### config.mk
export PLATFORM = sky130hd
export DESIGN_NAME = brtt_mac
export DESIGN_NICKNAME = d
export VERILOG_FILES = /design/src/rtl/block_range_translation_table_unit_assert.svh /design/src/rtl/brtt_mac.sv
export SDC_FILE = /design/constraint.sdc
export NUM_CORES = 2
export LEC_CHECK = 0
export BUFFER_PORTS_ARGS = -buffer_cell sky130_fd_sc_hd__buf_2
export CORE_MARGIN = 10
export CORE_UTILIZATION = 25
export CTS_CLUSTER_DIAMETER = 100
export DETAILED_ROUTE_END_ITERATION = 12
export GPL_ROUTABILITY_DRIVEN = 0
export PLACE_DENSITY_LB_ADDON = 0.2
export SYNTH_ARGS = -nofsm -noshare
export SYNTH_HDL_FRONTEND = slang
export SYNTH_SLANG_ARGS = --single-unit
### constraint.sdc
create_clock -name clk -period 3.9 [get_ports clk]
set_input_delay 0.78 -clock clk [delete_from_list [all_inputs] [get_ports clk]]
set_output_delay 0.78 -clock clk [all_outputs]
set_load 0.005 [all_outputs]
### src/rtl/block_range_translation_table_unit_assert.svh
// Assertion macros for the block range translation table unit.
`ifndef BLOCK_RANGE_TRANSLATION_TABLE_UNIT_ASSERT_SVH
`define BLOCK_RANGE_TRANSLATION_TABLE_UNIT_ASSERT_SVH

// Same-cycle implication, sampled on clk, off during reset.
`define BRTT_ASSERT_IMP(lbl, ante, cons, msg) \
lbl: assert property (@(posedge clk) disable iff (!arst_n) (ante) |-> (cons)) else $error(msg);

// Next-cycle implication, sampled on clk, off during reset.
`define BRTT_ASSERT_NXT(lbl, ante, cons, msg) \
lbl: assert property (@(posedge clk) disable iff (!arst_n) (ante) |=> (cons)) else $error(msg);

`endif

### src/rtl/brtt_mac.sv
// Shared multiply-add: result = base + a * b, truncated to the offset width.
module brtt_mac #(
	parameter int OB = 48
) (
	input  logic          clk,
	input  logic          arst_n,
	input  logic          start,
	input  logic [OB-1:0] base,
	input  logic [31:0]   mul_a,
	input  logic [31:0]   mul_b,
	output logic          done,
	output logic [OB-1:0] result
);
	logic [63:0]   prod_s1;
	logic [OB-1:0] base_s1;
	logic          v_s1;
	logic          done_q;
	logic [OB-1:0] res_q;

	assign done   = done_q;
	assign result = res_q;

	always_ff @(posedge clk or negedge arst_n) begin
		if (!arst_n) begin
			v_s1   <= 1'b0;
			done_q <= 1'b0;
		end else begin
			v_s1   <= start;
			done_q <= v_s1;
		end
	end

	always_ff @(posedge clk) begin
		prod_s1 <= 64'(mul_a) * 64'(mul_b);
		base_s1 <= base;
		res_q   <= base_s1 + prod_s1[OB-1:0];
	end
endmodule

-- Word-level counts from Yosys, hierarchy flattened
Index checks and enable logic that the tools add are counted.
- flip-flop bits (word level): 146
- bits in latches: 0
- bits in writable memories: 0
- ROM bits: 0
- memories: 0
- add/sub/neg operators: 1
- $mul: 1
- divide/modulo/power cells: 0
- $lt $le $gt $ge: 0
- equal/unequal tests: 0
- shift-type cells: 0
- mux-type cells: 0
- bitwise logic cells: 0
- reductions and logical operators: 0
- operators with widths (cell ; number):
    adder 48 bit ; 1
    multiplier 32 x 32 -> 48 bit ; 1

-- Depth between registers and ports, before layout
- depth after elaboration: 1
- depth in mapped cells: 30
- mapped depth without buffers: 27

-- Least setup slack after synthesis
No wires, ideal clock.
- path type: input port to flip-flop
- start point: input port mul_a[13]
- end point: register prod_s1[46]
- data arrival time: 7525 ps
- path slack: -3697 ps
- stages: 26
- path through: clkbuf_1 -> and2_1 -> fa_1 -> fa_1 -> fa_1 -> inv_1 -> fa_1 -> inv_1 -> fa_1 -> inv_1 -> fa_1 -> inv_1 -> fa_1 -> fa_1 -> ha_1 -> a21o_1 -> a21o_1 -> a221oi_1 -> o21a_1 -> o31ai_2 -> a41oi_2 -> o221a_2 -> a21oi_2 -> a221o_1 -> a21oi_2 -> xnor2_1
- word-level cells in the longest chain between the ends: 1
- RTL lines (item ; line ; RTL):
    from (decl) ; brtt_mac.sv:9 ; input logic [31:0] mul_a,
    multiplier 32 x 32 -> 48 bit ; brtt_mac.sv:34 ; prod_s1 <= 64'(mul_a) * 64'(mul_b);
    to (signal assigned) ; brtt_mac.sv:34 ;
    to (decl) ; brtt_mac.sv:14 ; logic [63:0] prod_s1;
No other way between the ends.

-- Worst setup path after layout
- start point: input port mul_b[2]
- end point: register prod_s1[46]
- word-level cells in the longest chain between the ends: 1
- RTL lines (item ; line ; RTL):
    from (decl) ; brtt_mac.sv:10 ; input logic [31:0] mul_b,
    multiplier 32 x 32 -> 48 bit ; brtt_mac.sv:34 ;
No other way between the ends.

==> impl_metrics.ini <==
[drt]
wirelength_um = 105000
via_per_inst = 4.148
drt_iter0_drc = 1076
num_vias = 23520
final_antenna_net_count = 0
route.detailed.drc = 0
drt-pass1-iter-count = 5
wl_per_cell_um = 18.52

[sta]
fmax_mhz = 134.7
worst_slew_pin_slew_ns = 0.4562
worst_clock_skew_ns = 0.01192
rsz0062_at_grt = true
finalSetupViolCount = 42
setup_tns_ns = -113.21
max-slew-margin-rel = 0.6959
drv_slew = 0
min_period_over_period = 1.904
setup_ws_ns = -3.526
final_hold_viol_count = 0
whs_ns = 0.1167
finalCriticalPeriod_ns = 7.426

[min_path]
hold_class = input pin to asynchronous set/reset pin

[placement]
dp.cells = 5599
dp_hpwl_um = 92820
port_buffers = 163

[synthesis]
ys_ff_latch = 146
netlist_instances = 3507
synthArstFlopShare = 0.01370
yosys.area.top_type_share = 0.4737
synth.avg_cell_area_um2 = 9.400
yosysTopAreaCell = fa_1
postSynthNetCount = 4625
yosysSeqAreaShare = 0.08896
syn-cell-area_um2 = 32970
synth_edf_count = 0
synthFlopType = dfxtp_1
ys_warn_count = 0
synth_area_leaders = fa_1 (47%), and2_1 (10%), dfxtp_1 (8.7%), inv_1 (8.6%), ha_1 (8.5%)
synth.distinct_cells = 56

[clock_network]
cts_tree = done
h-tree-depth = 4
cts_sinks = 146
root_buffer = clkbuf_16
path_clk_slew_ns = 0.07
postCtsHoldBufs = 0
worstSkewPairLatency_ns = 0.44
clockBufferDepth = 2
cts_buffers = 17

[floorplanning]
die-area_um2 = 146800
coreArea_um2 = 131300
rows = 133
die-height_um = 383.1
io_pins = 164
die_x_um = 383.1
start_util = 0.2511

[grt]
antenna_found_initial = 16
grt.total_usage = 0.1450
grt_max_degree = 20
grt_pass1_wl_um = 163600
grt-ovfl-total = 0
grt_pass1_vias = 26600

[critical_path]
cp_slowest_cell = fa_1
criticalPathCategory = input pin to flip-flop
end_kind = flip-flop
required_ns = 4.28
critPathArrivalTime_ns = 7.80
path_max_fanout = 7
cp-start-kind = input pin
cp_common_cell = fa_1
critPathMaxStageDelay_ns = 0.56
crit_family = adder cells
path_buf_inv = 9

[cells_and_area]
area_growth_pct = 22.32
fin_nets = 5017
drive_gt1_frac = 0.1884
final_util = 0.3071
final_common_cell = fa_1
mostFrequentLayoutCells = fa_1 (763), inv_1 (742), and2_1 (501)
layoutNonFillerInstCount = 5670

[run_status]
violations = setup timing
run_status = finished with violations

[run]
cap_viol_max_count = 0
-- metrics by stage --
stage               area (um^2)  worst slack (ns)
floorplan                 33410            -3.454
global placement          38290            -4.278
detailed placement        38290            -4.280
CTS                       39990            -3.449
global route              40320            -3.760
finish                    40320            -3.526
-- cells in the mapped netlist, types with 8 or more instances --
cell type,count
clkbuf_1,171
and3_1,14
o21bai_1,11
inv_1,753
dfxtp_1,144
fa_1,780
nor2_1,40
xnor2_1,86
and2_1,528
nand3_1,16
a21oi_1,85
a21o_1,36
o21a_1,17
a211oi_1,8
ha_1,223
o21ai_0,43
nand2_1,420
xor2_1,32
nor2b_1,13
-- area by class of cell --
cell class                 instances  area [um^2]
fill                           13870        90970
clock inverter                    13        96.34
tap                             1755         2196
timing repair buffer             544         4319
multi-input combinational       2437        27500
sequential                       146         2933
antenna                            3        7.507
inverter                         753         2826
clock buffer                      19        442.9
-- layer usage --
layer / vias to the layer above / GRT usage / wire [um]
met3: 62 / 0.02553 / 5080
met2: 350 / 0.2227 / 45220
met5: - / 0 / 92
met4: 16 / 0.02430 / 1074
met1: 12060 / 0.2133 / 53540
li1: 11030 / - / -
-- sequential cells by signal, summed over array words and instances (netlist names) --
register	cells
base_s1	48
prod_s1	48
result	48
done	1
v_s1	1
-- final timing paths --
kind | start | endpoint | slack [ns] | cells after the start
min reg2reg | v_s1 | done | 0.36 | 0
min in group clk | v_s1 | done | 0.36 | 0
max in group asynchronous | arst_n | v_s1 | 3.69 | 1
min | arst_n | done | 0.12 | 1
max | mul_b[2] | prod_s1[46] | -3.53 | 30
max reg2reg | prod_s1[0] | result[46] | 0.30 | 14
-- logic make-up (layout without fill, tap and decap cells) --
kind of cell             after synthesis  after routing  share of synthesized area
flip-flops                           146            146                    0.08896
adder cells (fa/ha/maj)             1003           1003                     0.5583
AND/OR/NAND/NOR                     1068           1068                     0.1674
AO/OA/AOI/OAI                        248            248                    0.04881
XOR/XNOR                             118            118                    0.03135
other                                  0              3                          0
buffers and inverters                924           1329                     0.1052
-- repair_timing --
action,CTS,global route
pin swaps,131,65
cloned,1,1
resized for setup,213,54
buffers inserted,31,14
setup endpoints to repair,43,45
hold endpoints to repair,0,0
Power is not shown: default switching activity piles up to over one toggle a cycle in this logic, so the estimate is an artifact.
