**src/rtl/block_range_translation_table_unit_assert.svh**
```systemverilog
// Assertion macros for the block range translation table unit.
`ifndef BLOCK_RANGE_TRANSLATION_TABLE_UNIT_ASSERT_SVH
`define BLOCK_RANGE_TRANSLATION_TABLE_UNIT_ASSERT_SVH

// Same-cycle implication, sampled on clk, off during reset.
`define BRTT_ASSERT_IMP(lbl, ante, cons, msg) \
lbl: assert property (@(posedge clk) disable iff (!arst_n) (ante) |-> (cons)) else $error(msg);

// Next-cycle implication, sampled on clk, off during reset.
`define BRTT_ASSERT_NXT(lbl, ante, cons, msg) \
lbl: assert property (@(posedge clk) disable iff (!arst_n) (ante) |=> (cons)) else $error(msg);

`endif

```
**src/rtl/brtt_ram.sv**
```systemverilog
// Generic single-write, single-read RAM with registered read data.
module brtt_ram #(
	parameter int WIDTH = 8,
	parameter int DEPTH = 16
) (
	input  logic                     clk,
	input  logic                     we,
	input  logic [$clog2(DEPTH)-1:0] waddr,
	input  logic [WIDTH-1:0]         wdata,
	input  logic [$clog2(DEPTH)-1:0] raddr,
	output logic [WIDTH-1:0]         rdata
);
	logic [WIDTH-1:0] mem [DEPTH];

	always_ff @(posedge clk) begin
		if (we) begin
			mem[waddr] <= wdata;
		end
		rdata <= mem[raddr];
	end
endmodule

```
**config.mk**
```make
export PLATFORM = sky130hd
export DESIGN_NAME = brtt_ram
export DESIGN_NICKNAME = d
export VERILOG_FILES = /design/src/rtl/block_range_translation_table_unit_assert.svh /design/src/rtl/brtt_ram.sv
export SDC_FILE = /design/constraint.sdc
export NUM_CORES = 1
export LEC_CHECK = 0
export BUFFER_PORTS_ARGS = -buffer_cell sky130_fd_sc_hd__buf_2
export CAP_MARGIN = 20
export CORE_ASPECT_RATIO = 2
export CORE_MARGIN = 2
export CORE_UTILIZATION = 40
export CTS_BUF_LIST = sky130_fd_sc_hd__clkbuf_2
export DETAILED_ROUTE_END_ITERATION = 8
export HOLD_SLACK_MARGIN = 0.03
export PLACE_DENSITY = 0.55
export SLEW_MARGIN = 20
export SYNTH_ARGS = -nofsm -noshare
export SYNTH_HDL_FRONTEND = slang
export SYNTH_SLANG_ARGS = --single-unit
```
**constraint.sdc**
```tcl
create_clock -name clk -period 1.6 [get_ports clk]
set_clock_uncertainty 0.1 [all_clocks]
set_input_delay 0.08 -clock clk [delete_from_list [all_inputs] [get_ports clk]]
set_output_delay 0.08 -clock clk [all_outputs]
set_load 0.05 [all_outputs]
```
Word-level counts from Yosys, hierarchy flattened --
Memories as Yosys holds them, arrays and structs flattened. A register that Yosys moved wholly into a read port is not among the register bits. Index checks and enable logic that the tools add are counted.
Storage, ports and cells: register bits 0, memory bits (writable) 128, bits of input ports 18, output and inout port bits 8, word-level logic and storage cells 3, memories kept 1
Operators by class: mux-type cells 2
Memory list:
- mem | words 16, bits a word 8, read ports 1, clocked after Yosys merged registers in 1, wr ports 1, line brtt_ram.sv:13 | logic [WIDTH-1:0] mem [DEPTH];
Operators with widths (number):
- 1-bit 2-to-1 mux | 2

Logic depth before layout (Yosys ltp) --
depth in word-level cells 2, mapped depth 5, mapped depth without buffers 3

Worst setup path after synthesis --
Ideal clock, no wire load.
kind input to register, start input waddr[2], end memory mem[0][0] (enable), setup time 383 ps, arrival time 1190 ps, required time 1117 ps, slack -73 ps, stages 2, path buffers 0, cells stage by stage or3b_2 -> nor3_1
RTL lines:
- start: declaration | line brtt_ram.sv:8 | input logic [$clog2(DEPTH)-1:0] waddr,
- end: declaration | line brtt_ram.sv:13
Straight into the memory's write port.

Worst setup path in the final report --
start input waddr[2], end memory mem[4][7] (enable)
Straight into the memory's write port.

==> impl_metrics.json <==
{
  "status": "finished with violations",
  "violations": "negative setup slack",
  "clock_latency_ns": 0.66,
  "tritoncts": "yes",
  "peakVddDrop_v": 0.000552,
  "clk_pin_slew_worst_paths_ns": 0.21,
  "vias": 2473,
  "cts_setup_buffers": 0,
  "synthMuxAreaShare": 0.150,
  "p_sw_mw": 1.59,
  "viasPerCell": 5.23,
  "whs_endpoint": "mem[4][3]",
  "min_period_over_period": 1.00,
  "cts_buffers": 17,
  "synth_edf_count": 128,
  "synth_cell_types": 19,
  "most-common-layout-cells": "edfxtp_1, buf_4, buf_2",
  "hold_depth": 2,
  "syn2layout_area_growth_pct": 17.5,
  "arrival_ns": 1.89,
  "crit_required_ns": 1.89,
  "crit_fanout": 5,
  "layout_commonest_cell": "edfxtp_1",
  "routedWlPerCell_microns": 21.3,
  "setup_viol": 3,
  "maxCapViolations": 0,
  "dpl_worst_slack_ns": -0.0186,
  "end_kind": "flip-flop",
  "drt_pass1_iterations": 6,
  "synth_area_per_cell_sq_um": 22.5,
  "h-tree-depth": 4,
  "cts_buffer_depth": 2,
  "synthFlopType": "edfxtp_1",
  "port_buffers": 25,
  "p_seq_frac": 0.617,
  "worstHoldStart": "wdata[3]",
  "yosysWarnings": 0,
  "yosys.area_share.adder": 0,
  "ys_seq_area_frac": 0.778,
  "synth_xor_area_frac": 0,
  "clock_sinks": 136,
  "gp_congestion": 0.739,
  "antenna_found_initial": 1,
  "synth_area_leaders": "edfxtp_1, mux4_2, mux4_1",
  "reg2reg_depth": 3,
  "startpoint_type": "primary input",
  "synthSimpleGateAreaFrac": 0.0318,
  "ys_async_sr_fraction": 0,
  "start_util": 0.410,
  "io_pins": 26,
  "first_iter_violations": 196,
  "die-area_sq_um": 13800,
  "grt_pass1_wl_mm": 15.3,
  "power_frac_comb": 0.076,
  "die_w_microns": 84.2,
  "rr_endpoint": "rdata[1]",
  "core_sq_um": 12600,
  "timing.final.max_slew_violations": 0,
  "final.setup.worst_slack_ns": -0.00459,
  "p_per_area_nw_per_um2": 1070,
  "r2r_start": "mem[5][1]",
  "hold_viol_final": 0,
  "track_usage": 0.157,
  "yosysTopAreaCell": "edfxtp_1",
  "die_y_microns": 164,
  "grt_overflow": 0,
  "reg2reg_slack_ns": 0.10,
  "yosysTopAreaCellShare": 0.747,
  "p_clk_frac": 0.307,
  "criticalPathCategory": "primary input to flip-flop",
  "intPower_mw": 4.89,
  "synth_compound_area_frac": 0.0233,
  "syn-cell-area_sq_um": 5150,
  "postRouteAntennaNets": 0,
  "power_leakage_nw": 2.05,
  "synth_fp_nets": 247,
  "wirelength_mm": 10.1,
  "hpwl_mm": 6.74,
  "holdWs_ns": 0.215,
  "grt_max_degree": 33,
  "drive_above_1_share": 0.314,
  "rows": 58,
  "syn-instance-count": 229,
  "period_minus_slack_ns": 1.60,
  "grt_pass1_vias": 2646,
  "synth_top_family_by_area": "multiplexers",
  "cts-root-buf": "clkbuf_2",
  "p_total_mw": 6.48,
  "clock.fmax_mhz": 623,
  "drc": 0,
  "tightest_slew_ns": 0.691,
  "relSlewSlack": 0.539,
  "hp-class": "primary input to flip-flop",
  "fin_tns_setup_ns": -0.0101,
  "synth-seq-cells": 136,
  "final_nets": 327,
  "swShare": 0.245
}
[cell families (layout without fill, tap and decap cells)]
family / after synthesis / in the layout
DFF: 136 / 136
and+or+nand+nor: 35 / 35
muxes: 32 / 32
AOI/OAI and AO/OA: 16 / 16
buffers and inverters: 10 / 103
other: 0 / 1
[how the worst max path moves through the flow]
| stage | startpoint | cells past startpoint | endpoint | slack [ns] |
|---|---|---|---|---|
| after floorplan | waddr[2] | 2 | mem[3][0] | 0.15 |
| after global placement | raddr[0] | 5 | rdata[2] | -0.005 |
| after detailed placement | raddr[0] | 5 | rdata[2] | -0.02 |
| after CTS | rdata[7] | 1 | rdata[7] | 0.0004 |
| after global routing | rdata[7] | 1 | rdata[7] | -0.00003 |
| final | waddr[2] | 6 | mem[4][7] | -0.005 |
[Yosys cell counts (all sizes together), types with 2 or more instances]
cell type	n
nand2b	2
buf	7
dfxtp	8
mux4	32
a22oi	16
nor3	4
edfxtp	128
nand3b	2
nand2	9
clkdlybuf4s25	3
nor2	13
[power groups by stage]
stage                     Clock [mW]  Sequential (mW)  Combinational [mW]
final                           1.99             4.00               0.493
after global routing            2.21             4.01               0.531
after CTS                       2.06             4.00               0.501
after detailed placement           0             4.08               0.466
after global placement             0             4.08               0.460
after floorplan                    0             4.16               0.202
[metrics by stage]
step                area, sq um  cells  utilization
floorplan                  5150    229            -
detailed placement         5600    420        0.446
finish                     6050    473        0.482
global placement           5600    420        0.446
global route               6050    473        0.482
CTS                        6040    472        0.481
[worst max-delay path, cell delays in order]
cell and delay, ns:
buf_2 0.08, dlygate4sd3_1 0.57, nand3b_1 0.08, dlygate4sd3_1 0.61, nor3_1 0.25, buf_4 0.22
[metal layers]
layer | track usage | wire [microns] | up-vias
met1 | 0.171 | 3770 | 1266
li1 | - | - | 1137
met5 | 0 | 0 | -
met3 | 0.0350 | 282 | 11
met4 | 0.0645 | 169 | 0
met2 | 0.292 | 5870 | 59
[registers in the layout, summed over array words and instances (netlist names)]
name	count
mem	128
rdata	8
[repair_timing]
item | CTS | global route
resized for setup | 0 | 3
hold buffers | 20 | 0
hold endpoints to repair | 264 | 0
setup endpoints to repair | 0 | 2
[layout make-up]
class	count	area, sq um
fillers	1070	6510
clock buffers	17	85.1
well taps	150	188
clock inverters	15	154
repair buffers	71	551
flip-flops and latches	136	4000
diodes	1	2.50
multi-input cells	83	1060
Note: power is estimated with default switching activity, not from simulation.
