===== config.mk =====
export PLATFORM = sky130hd
export DESIGN_NAME = brtt_div
export DESIGN_NICKNAME = d
export VERILOG_FILES = /design/src/rtl/block_range_translation_table_unit_assert.svh /design/src/rtl/brtt_div.sv
export SDC_FILE = /design/constraint.sdc
export NUM_CORES = 1
export LEC_CHECK = 0
export ABC_AREA = 1
export BUFFER_PORTS_ARGS = -buffer_cell sky130_fd_sc_hd__buf_2
export CAP_MARGIN = 20
export CORE_MARGIN = 8
export CORE_UTILIZATION = 50
export CTS_CLUSTER_SIZE = 25
export DETAILED_ROUTE_END_ITERATION = 10
export PLACE_DENSITY = 0.72
export SETUP_SLACK_MARGIN = 0.15
export SLEW_MARGIN = 0
export SYNTH_ARGS = -nofsm -noshare
export SYNTH_HDL_FRONTEND = slang
export SYNTH_SLANG_ARGS = --single-unit

===== constraint.sdc =====
create_clock -name clk -period 5.2 [get_ports clk]
set_input_delay 0.52 -clock clk [delete_from_list [all_inputs] [get_ports clk]]
set_output_delay 0.52 -clock clk [all_outputs]
set_load 0.005 [all_outputs]

===== src/rtl/block_range_translation_table_unit_assert.svh =====
// Assertion macros for the block range translation table unit.
`ifndef BLOCK_RANGE_TRANSLATION_TABLE_UNIT_ASSERT_SVH
`define BLOCK_RANGE_TRANSLATION_TABLE_UNIT_ASSERT_SVH

// Same-cycle implication, sampled on clk, off during reset.
`define BRTT_ASSERT_IMP(lbl, ante, cons, msg) \
lbl: assert property (@(posedge clk) disable iff (!arst_n) (ante) |-> (cons)) else $error(msg);

// Next-cycle implication, sampled on clk, off during reset.
`define BRTT_ASSERT_NXT(lbl, ante, cons, msg) \
lbl: assert property (@(posedge clk) disable iff (!arst_n) (ante) |=> (cons)) else $error(msg);

`endif


===== src/rtl/brtt_div.sv =====
// Restoring divider, one quotient bit per cycle.
module brtt_div #(
	parameter int DW = 48
) (
	input  logic          clk,
	input  logic          arst_n,
	input  logic          start,
	input  logic [DW-1:0] dividend,
	input  logic [31:0]   divisor,
	output logic          done,
	output logic [DW-1:0] quotient
);
	localparam int CNTW = $clog2(DW + 1);

	logic [32:0]     rem_q;
	logic [DW-1:0]   quo_q;
	logic [31:0]     div_q;
	logic [CNTW-1:0] cnt_q;
	logic            run_q;
	logic            done_q;
	logic [32:0]     rem_sh;
	logic            ge;

	assign rem_sh   = {rem_q[31:0], quo_q[DW-1]};
	assign ge       = rem_sh >= {1'b0, div_q};
	assign done     = done_q;
	assign quotient = quo_q;

	always_ff @(posedge clk or negedge arst_n) begin
		if (!arst_n) begin
			run_q  <= 1'b0;
			done_q <= 1'b0;
			cnt_q  <= '0;
		end else begin
			done_q <= 1'b0;
			if (start) begin
				run_q <= 1'b1;
				cnt_q <= CNTW'(DW);
			end else if (run_q) begin
				cnt_q <= cnt_q - 1'b1;
				if (cnt_q == CNTW'(1)) begin
					run_q  <= 1'b0;
					done_q <= 1'b1;
				end
			end
		end
	end

	always_ff @(posedge clk) begin
		if (start) begin
			rem_q <= '0;
			quo_q <= dividend;
			div_q <= divisor;
		end else if (run_q) begin
			rem_q <= ge ? rem_sh - {1'b0, div_q} : rem_sh;
			quo_q <= {quo_q[DW-2:0], ge};
		end
	end
endmodule


# After elaboration in Yosys (flattened, before gate mapping)
# Index checks and enable logic that the tools add are counted.
# word_totals
latchBits	0
ram_bits	0
mem_count	0
wordCells	22
mem_bits_ro	0
input_bits	83
regBits	120
# classes
div_mod_pow	0
n_eq_ne	1
mux	11
reduce_logical	1
order_cmp	1
n_addsub	2
n_mul	0
shift	0
n_bitwise	0
# ops
operator	n
two-way mux 48 bit	2
greater-or-equal comparator 33 x 32 -> 1 bit	1
two-way mux 32 bit	1
subtractor 32 bit	1
two-way mux 6 bit	2
equality test 6 x 1 -> 1 bit, second input constant	1
two-way mux 1 bit	6
subtractor 6 x 1 -> 6 bit, second input constant	1
nonzero test 2 bit	1

# Depth between registers and ports, before layout
# Gate-level depths: netlist of the first run.
# depth
depth_word	4
depth_mapped	17
ltp_nobuf	16

# Least setup slack after synthesis of the first run
# OpenSTA, ideal clock, no wires.
# synth_path
kind	input -> register
from	input port start
to	register quo_q[0], in the netlist quotient[0], enable pin
path_stages	4
required_ps	4768
arrival_ps	2469
setup_slack_ps	2299
cell_sequence	clkbuf_1 > nor2_1 > inv_1 > clkbuf_1
# synth_between
elab_chain_len	1
# synth_rtl
item	line_no	source
from (decl)	brtt_div.sv:7	input logic start,
nonzero test 2 bit (no line)	--	
to (signal assigned)	brtt_div.sv:52	quo_q <= dividend;
to (signal assigned)	brtt_div.sv:56	quo_q <= {quo_q[DW-2:0], ge};
to (decl)	brtt_div.sv:16	logic [DW-1:0] quo_q;
# Every way passes these cells.
# A chain may end at the register's enable or synchronous reset.

# Worst setup path after layout of the first run
# layout_path
from	register div_q[8]
to	register rem_q[23]
# layout_between
elab_chain_len	2
# layout_rtl
item	line_no	source
from (decl)	brtt_div.sv:17	logic [31:0] div_q;
from (signal assigned)	brtt_div.sv:53	div_q <= divisor;
subtractor 32 bit or greater-or-equal comparator 33 x 32 -> 1 bit (tied branches)	brtt_div.sv:55, brtt_div.sv:25	
two-way mux 32 bit *	brtt_div.sv:55	rem_q <= ge ? rem_sh - {1'b0, div_q} : rem_sh;
to (signal assigned)	brtt_div.sv:55	
to (decl)	brtt_div.sv:15	logic [32:0] rem_q;
# Every way passes the cells marked *; elsewhere a longest branch is shown, timed or not.

==> results.py, run 1 <==
metrics = {
    "sta": {
        "final.setup.tns_ns": 0,
        "max_slew_margin_pct": 37.1,
        "rsz0062_at_grt": "no",
        "worstMarginPinSlew_ns": 0.943,
        "hold_viol_final": 0,
        "final.setup_skew_ns": 0.0123,
        "timing.fmax_mhz": 400,
        "slew_viol_final": 0,
        "finalSetupViolations": 0,
        "finalWorstPathRequiredPeriod_ns": 2.50,
        "final.period_utilization_pct": 48.1,
    },
    "floorplanning": {
        "ioPinCount": 132,
        "die_area_mm2": 0.0195,
        "die_w_um": 140,
        "rows": 45,
        "floorplan.initialDensity_pct": 50.7,
        "core_area_mm2": 0.0151,
        "chipHeight_um": 140,
    },
    "routing": {
        "detail_route.wirelength_um": 19400,
        "first_iteration_detailed_routing_drc_count": 456,
        "post_drt_wl_per_cell_um": 14.0,
        "drc_errors": 0,
        "antenna_violating_nets_post_route": 0,
        "drt-vias-per-instance": 4.85,
        "drt_first_pass_iters": 6,
        "total_via_count_after_detailed_routing": 6735,
    },
    "worst_hold_path": {
        "hold_path.class": "in2reg",
    },
    "synth": {
        "ys_dominant_reg_cell": "edfxtp_1",
        "async_reset_ff_share_pct": 6.67,
        "yosysSeqAreaShare_pct": 42.4,
        "post_synth.cell_area_avg_um2": 7.23,
        "synthesis.area_mm2": 0.00765,
        "number_of_flip_flops_and_latches_in_the_synthesized_netlist": 120,
        "synth-edff-count": 80,
        "synth_area_leader_cell": "edfxtp_1",
        "post-synth-top-count-cell": "nand2_1",
        "synthTopCellsByArea": "edfxtp_1 31%, nand2_1 22%, inv_1 8.7%",
        "yosys_warnings": 0,
        "postSynthCellCount": 1058,
        "netlist.area_leader.share_pct": 31.4,
        "synthDistinctLibCells": 40,
        "synth_nets": 1176,
        "synth_common_cells": "449 x nand2_1, 177 x inv_1, 80 x edfxtp_1, 80 x nand3_1, 37 x nor2_1",
    },
    "critical_path": {
        "critPathArrivalTime_ns": 2.87,
        "worstPathMaxFanout": 34,
        "timing.critical_path.slowest_stage_cell": "ha_1",
        "timing_worst_setup_path_type": "reg2reg",
        "startpoint_type": "flop",
        "crit_chain": "inv_1 > ha_1 > nand2_1 > nand2_1 > inv_1 > nand2_1 > inv_1 > nand3_2 > nand2_1 > nand2_2 > nand2_4 > nand2_8 > nand2_1 > nand3_1 > nand2_1",
        "timing.critical_path.slowest_cell_delay_ns": 0.35,
        "critPathMostFrequentCell": "nand2_1",
        "worstSetupEndpointType": "flop",
        "critical-path-top-delay-family": "simple AND/OR/NAND/NOR gates",
        "required_ns": 5.57,
        "worstPathBufferInverterCount": 3,
    },
    "power_and_ir_drop": {
        "power.ir.vdd_worst_mv": 0.241,
        "cellPowerDensity_mw_per_mm2": 448,
        "power.static_leakage_nw": 4.94,
    },
    "cts": {
        "tritoncts_clock_tree": "yes",
        "clkLatencyLatePin_ns": 0.43,
        "tritoncts_num_sinks": 120,
        "postCtsSetupBuffers": 0,
        "hold_buffers": 1,
        "tritoncts.num_buffers": 17,
        "clk_path_buf_depth": 2,
        "clkSlewWorstSetupHoldPaths_ns": 0.06,
        "ctsHtreeMaxLevel": 4,
        "cts_root_buf": "clkbuf_16",
        "ctsResizeCount": 0,
    },
    "global_route": {
        "antenna_found_initial": 1,
        "grt_start_max_net_pins": 86,
        "combined_global_route_utilization_of_all_metal_layers_pct": 20.9,
        "met1_global_route_usage_pct": 26.4,
        "grt_overflow_total": 0,
        "first_pass_grt_wire_length_um": 33000,
        "via_count_of_the_first_global_routing_pass": 6881,
        "grtUsageMet2_pct": 33.5,
        "top_usage_layer": "met2",
        "grt.met3_usage_pct": 6.67,
    },
    "final_layout": {
        "num_antenna_cells": 0,
        "num-fill-cells": 1437,
        "num-nets-final": 1305,
        "layout.cells.non_filler": 1388,
        "layout-drive-gt1-share_pct": 16.8,
        "area.growth.synth_to_final_pct": 17.8,
        "post-route-util_pct": 59.8,
    },
    "place": {
        "port_buffer_count": 131,
        "gp_congestion": 0.923,
        "post-place-cells": 1355,
        "post-dp-hpwl_um": 14600,
    },
    "run": {
        "timing.max_cap.violations": 0,
    },
    "outcome": {
        "outcome": "finished clean",
    },
}
cells by family after synthesis:
| logic type | after synthesis | synth area share, % |
|---|---|---|
| AOI/OAI and AO/OA | 49 | 3.45 |
| xor gates and xnor gates | 14 | 1.60 |
| adders and majority gates | 35 | 5.82 |
| buffers and inverters | 211 | 11.0 |
| DFF | 120 | 42.4 |
| and+or+nand+nor | 629 | 35.7 |
final cells by class:
type / count / area (um^2) / share of cell area [%]
flip-flops and latches: 120 / 3240 / 36.0
clock inverters: 14 / 149 / 1.65
inverters: 185 / 694 / 7.70
well taps: 188 / 235 / 2.61
repair buffers: 136 / 698 / 7.74
multi-input cells: 727 / 3570 / 39.6
clock buffers: 18 / 429 / 4.76
power by group:
part	leakage (nW)	total (mW)	internal [mW]	switching [mW]
Sequential	1.20	1.27	1.18	0.0923
Clock	0.275	1.16	0.707	0.456
Combinational	3.47	1.61	0.586	1.02
flip-flops by register name, indices dropped and copies added (netlist names):
signal    count
run_q         1
div_q        32
rem_q        32
done          1
quotient     48
cnt_q         6
metal layers:
| layer | routed length [um] | vias up |
|---|---|---|
| met5 | 8 | - |
| met4 | 308 | 2 |
| met3 | 1430 | 33 |
| met2 | 8720 | 226 |
| met1 | 8980 | 2929 |
| li1 | - | 3545 |
path summary, 6_finish.rpt:
| path | from | end | slack, ns | cells past startpoint |
|---|---|---|---|---|
| hold / removal | divisor[0] | div_q[0]$_DFFE_PP_ | 0.27 | 1 |
| setup / recovery | div_q[8]$_DFFE_PP_ | rem_q[23]$_SDFFE_PP0P_ | 2.70 | 15 |
| hold reg to reg | rem_q[31]$_SDFFE_PP0P_ | rem_q[31]$_SDFFE_PP0P_ | 0.47 | 2 |
| min in group asynchronous | arst_n | cnt_q[4]$_DFFE_PN0P_ | 0.46 | 2 |
| max in group asynchronous | arst_n | cnt_q[2]$_DFFE_PN0P_ | 4.57 | 2 |
| setup reg to reg | div_q[8]$_DFFE_PP_ | rem_q[23]$_SDFFE_PP0P_ | 2.70 | 15 |
cells in the final DEF, fill, tap and decap left out, types with 9 or more instances in the layout:
cell	n
edfxtp_1	80
o21ai_0	9
clkbuf_16	17
buf_2	130
inv_1	176
xnor2_1	13
nand2_2	13
dfxtp_1	32
nand3_1	80
nand2_1	449
nor2_1	36
nand3b_1	16
a21oi_1	24
ha_1	34
metrics by stage:
| step | power (mW) | instance area, um^2 | setup WS (ns) | hold WS (ns) |
|---|---|---|---|---|
| final | 4.04 | 9020 | 2.70 | 0.267 |
| after floorplan | 2.53 | 7650 | 2.30 | 0.224 |
| after global routing | 4.36 | 9020 | 2.45 | 0.250 |
| after global placement | 2.86 | 8430 | 2.45 | 0.371 |
| after CTS | 4.06 | 9020 | 2.71 | 0.254 |
| after detailed placement | 2.88 | 8430 | 2.39 | 0.372 |
Note: power is estimated with default switching activity, not from simulation.
==> run 2, diff against run 1 <==
ABC_AREA = 0   (was 1)
PLACE_DENSITY = 0.76   (was 0.72)
clock period = 2.2 ns   (was 5.2 ns; I/O delays follow)
==> run 2 against run 1 <==
Against the previous run: the run now ends with negative setup slack left; routed wire length decreased by 0.83%; setup slack worse by 3.3 ns; clock power rose by 140%; sequential power rose by 150%; non-clock buffer count increased by 166; total power grew to 2.9 times the previous value; via count fell by 13%; hold slack got worse by 0.18 ns; area after synthesis is 13% lower; global-route usage is 0.17 points higher; register-to-register slack worse by 3.3 ns; fmax down 10%; critical path type unchanged; largest cell class unchanged; largest power group unchanged.
==> results.py, run 2 <==
metrics = {
    "routing": {
        "post_drt_wl_per_cell_um": 17.8,
        "drc_errors": 0,
        "detail_route.wirelength_um": 19300,
        "total_via_count_after_detailed_routing": 5843,
        "first_iteration_detailed_routing_drc_count": 359,
        "drt-vias-per-instance": 5.41,
        "drt_first_pass_iters": 6,
        "antenna_violating_nets_post_route": 0,
    },
    "final_layout": {
        "multi_input_comb_area_mm2": 0.00338,
        "largest_register_ffs": 48,
        "post-route-util_pct": 74.9,
        "layout-drive-gt1-share_pct": 45.1,
        "leading_cell_types_in_the_layout_fill_and_taps_excluded": "130 x buf_2, 120 x buf_4, 80 x edfxtp_1, 48 x mux2_2, 45 x nor2_1",
        "area.growth.synth_to_final_pct": 48.1,
        "num-nets-final": 1009,
        "num-fill-cells": 805,
        "area.sequential_mm2": 0.00324,
        "num_antenna_cells": 0,
        "layout_commonest_cell": "buf_2",
    },
    "cts": {
        "clk_path_buf_depth": 2,
        "tritoncts_clock_tree": "yes",
        "tritoncts_num_sinks": 120,
        "ctsHtreeMaxLevel": 4,
        "cts_root_buf": "clkbuf_16",
        "clkLatencyLatePin_ns": 0.44,
        "clkSlewWorstSetupHoldPaths_ns": 0.06,
        "tritoncts.num_buffers": 17,
    },
    "synth": {
        "netlist.area_leader.share_pct": 36.3,
        "async_reset_ff_share_pct": 6.67,
        "synth_common_cells": "80 x edfxtp_1, 48 x mux2_2, 47 x nor2_1, 40 x inv_1, 36 x nand2_1",
        "synth_nets": 715,
        "yosysSeqAreaShare_pct": 49.0,
        "synthTopCellsByArea": "edfxtp_1 36%, dfxtp_1 9.7%, mux2_2 8.2%",
        "post-synth-top-count-cell": "edfxtp_1",
        "synth-edff-count": 80,
        "post_synth.cell_area_avg_um2": 11.1,
        "yosys_warnings": 0,
        "synth_area_leader_cell": "edfxtp_1",
        "ys_dominant_reg_cell": "edfxtp_1",
        "synthesis.area_mm2": 0.00662,
        "number_of_flip_flops_and_latches_in_the_synthesized_netlist": 120,
        "postSynthCellCount": 597,
        "synthDistinctLibCells": 57,
    },
    "sta": {
        "rsz0062_at_grt": "yes",
        "slew_viol_final": 0,
        "final.setup_skew_ns": 0.0167,
        "final.period_utilization_pct": 126,
        "finalWorstPathRequiredPeriod_ns": 2.78,
        "finalSetupViolations": 33,
        "hold_viol_final": 0,
        "post-route-worst-setup-slack_ns": -0.582,
        "timing.fmax_mhz": 359,
        "max_slew_margin_pct": 52.0,
        "worstMarginPinSlew_ns": 0.720,
    },
    "global_route": {
        "antenna_found_initial": 1,
        "grt_overflow_total": 0,
        "first_pass_grt_wire_length_um": 29600,
        "via_count_of_the_first_global_routing_pass": 6260,
        "grt_start_max_net_pins": 69,
        "combined_global_route_utilization_of_all_metal_layers_pct": 21.1,
    },
    "critical_path": {
        "startpoint_type": "flop",
        "worst-r2r-setup-slack_ns": -0.58,
        "worstPathMaxFanout": 2,
        "worstPathBufferInverterCount": 0,
        "timing_worst_setup_path_type": "reg2reg",
        "timing.critical_path.slowest_stage_cell": "edfxtp_1",
        "worstSetupEndpointType": "flop",
        "critical-path-top-delay-family": "compound AO/OA/AOI/OAI gates",
        "timing.critical_path.slowest_cell_delay_ns": 0.41,
        "required_ns": 2.55,
        "crit_chain": "ha_4 > fa_2 > and2b_2 > o2111ai_4 > a21oi_2 > o21bai_1 > a311o_1 > o31ai_2 > xor2_1 > mux2i_1 > a211oi_2",
        "critPathArrivalTime_ns": 3.13,
    },
    "floorplanning": {
        "chipHeight_um": 131,
        "ioPinCount": 132,
        "die_area_mm2": 0.0172,
        "core_area_mm2": 0.0131,
        "rows": 42,
        "die_w_um": 131,
        "floorplan.initialDensity_pct": 50.6,
    },
    "place": {
        "post-dp-hpwl_um": 12300,
        "gp_congestion": 0.892,
        "port_buffer_count": 131,
        "post-place-ws_ns": -0.546,
    },
    "power_and_ir_drop": {
        "power.ir.vdd_worst_mv": 0.697,
        "cellPowerDensity_mw_per_mm2": 1210,
        "power.static_leakage_nw": 4.41,
    },
    "outcome": {
        "violated_checks": "negative setup slack",
        "outcome": "finished, violations left",
    },
    "worst_hold_path": {
        "hold_path.class": "in2reg",
    },
    "run": {
        "timing.max_cap.violations": 0,
    },
}
==> run 2: per-stage QoR <==
step	hold slack [ns]	power (mW)	cells	area [um^2]	TNS, ns
6_report	0.0869	11.9	1080	9810	-15.56
5_1_grt	0.0787	12.4	1080	9810	-19.24
4_1_cts	0.0803	11.3	1071	9540	-12.78
3_5_place_dp	0.0669	7.69	989	8260	-16.07
3_3_place_gp	0.0624	7.52	989	8260	-12.13
2_1_floorplan	-0.0756	5.92	597	6650	-5.67
==> run 2: worst reg2reg max path, cell delays in order, from the launching register on <==
cell and delay [ns]:
edfxtp_1 0.41, ha_4 0.19, fa_2 0.33, and2b_2 0.26
o2111ai_4 0.13, a21oi_2 0.19, o21bai_1 0.11, a311o_1 0.37
o31ai_2 0.21, xor2_1 0.18, mux2i_1 0.12, a211oi_2 0.21
==> run 2: path summary, 6_finish.rpt <==
kind,startpoint,end,cells after the start
max in group asynchronous,arst_n,run_q$_DFF_PN0_,2
min in group asynchronous,arst_n,done$_DFF_PN0_,2
worst min register to register,cnt_q[4]$_DFFE_PN0P_,cnt_q[4]$_DFFE_PN0P_,2
worst max-delay path,div_q[0]$_DFFE_PP_,rem_q[20]$_SDFFE_PP0P_,11
worst min-delay path,dividend[19],quotient[19]$_DFFE_PP_,2
worst max register to register,div_q[0]$_DFFE_PP_,rem_q[20]$_SDFFE_PP0P_,11
==> run 2: cell families (layout without fill, tap and decap cells) <==
family,count (synthesis),in the layout,synth area share [%]
AO/OA/AOI/OAI,129,129,13.2
XOR/XNOR,31,31,4.10
adder cells (fa/ha/maj),35,35,6.72
buffers and inverters,67,374,4.78
flip-flops,120,120,49.0
multiplexers,71,71,11.6
AND/OR/NAND/NOR,144,144,10.6
==> run 2: final cells by class <==
type,instances,area share (%)
Inverter,40,1.57
Clock inverter,13,1.45
Tap cell,176,2.25
Multi-Input combinational cell,410,34.5
Clock buffer,19,4.63
Timing Repair Buffer,302,22.5
Sequential cell,120,33.1
==> run 2: metal layers <==
| metal | global-route usage, % | share of wire (%) |
|---|---|---|
| met1 | 22.8 | 40 |
| met2 | 35.6 | 49 |
| met3 | 8.80 | 8.5 |
| met4 | 9.04 | 2.2 |
| met5 | 0 | 0.067 |
==> run 2: report_power, final <==
part           internal [mW]  switching [mW]  total (mW)  leakage (nW)
Combinational           3.13            2.79        5.92          2.95
Clock                   1.74            1.10        2.84         0.289
Sequential              2.86           0.255        3.12          1.18
==> run 2: timing repair <==
action	CTS	global route
hold buffers	33	0
endpoints found under the hold margin	40	0
setup endpoints to repair	33	33
setup buffers	14	8
pin swaps	26	32
cloned	3	1
resized for setup	41	34
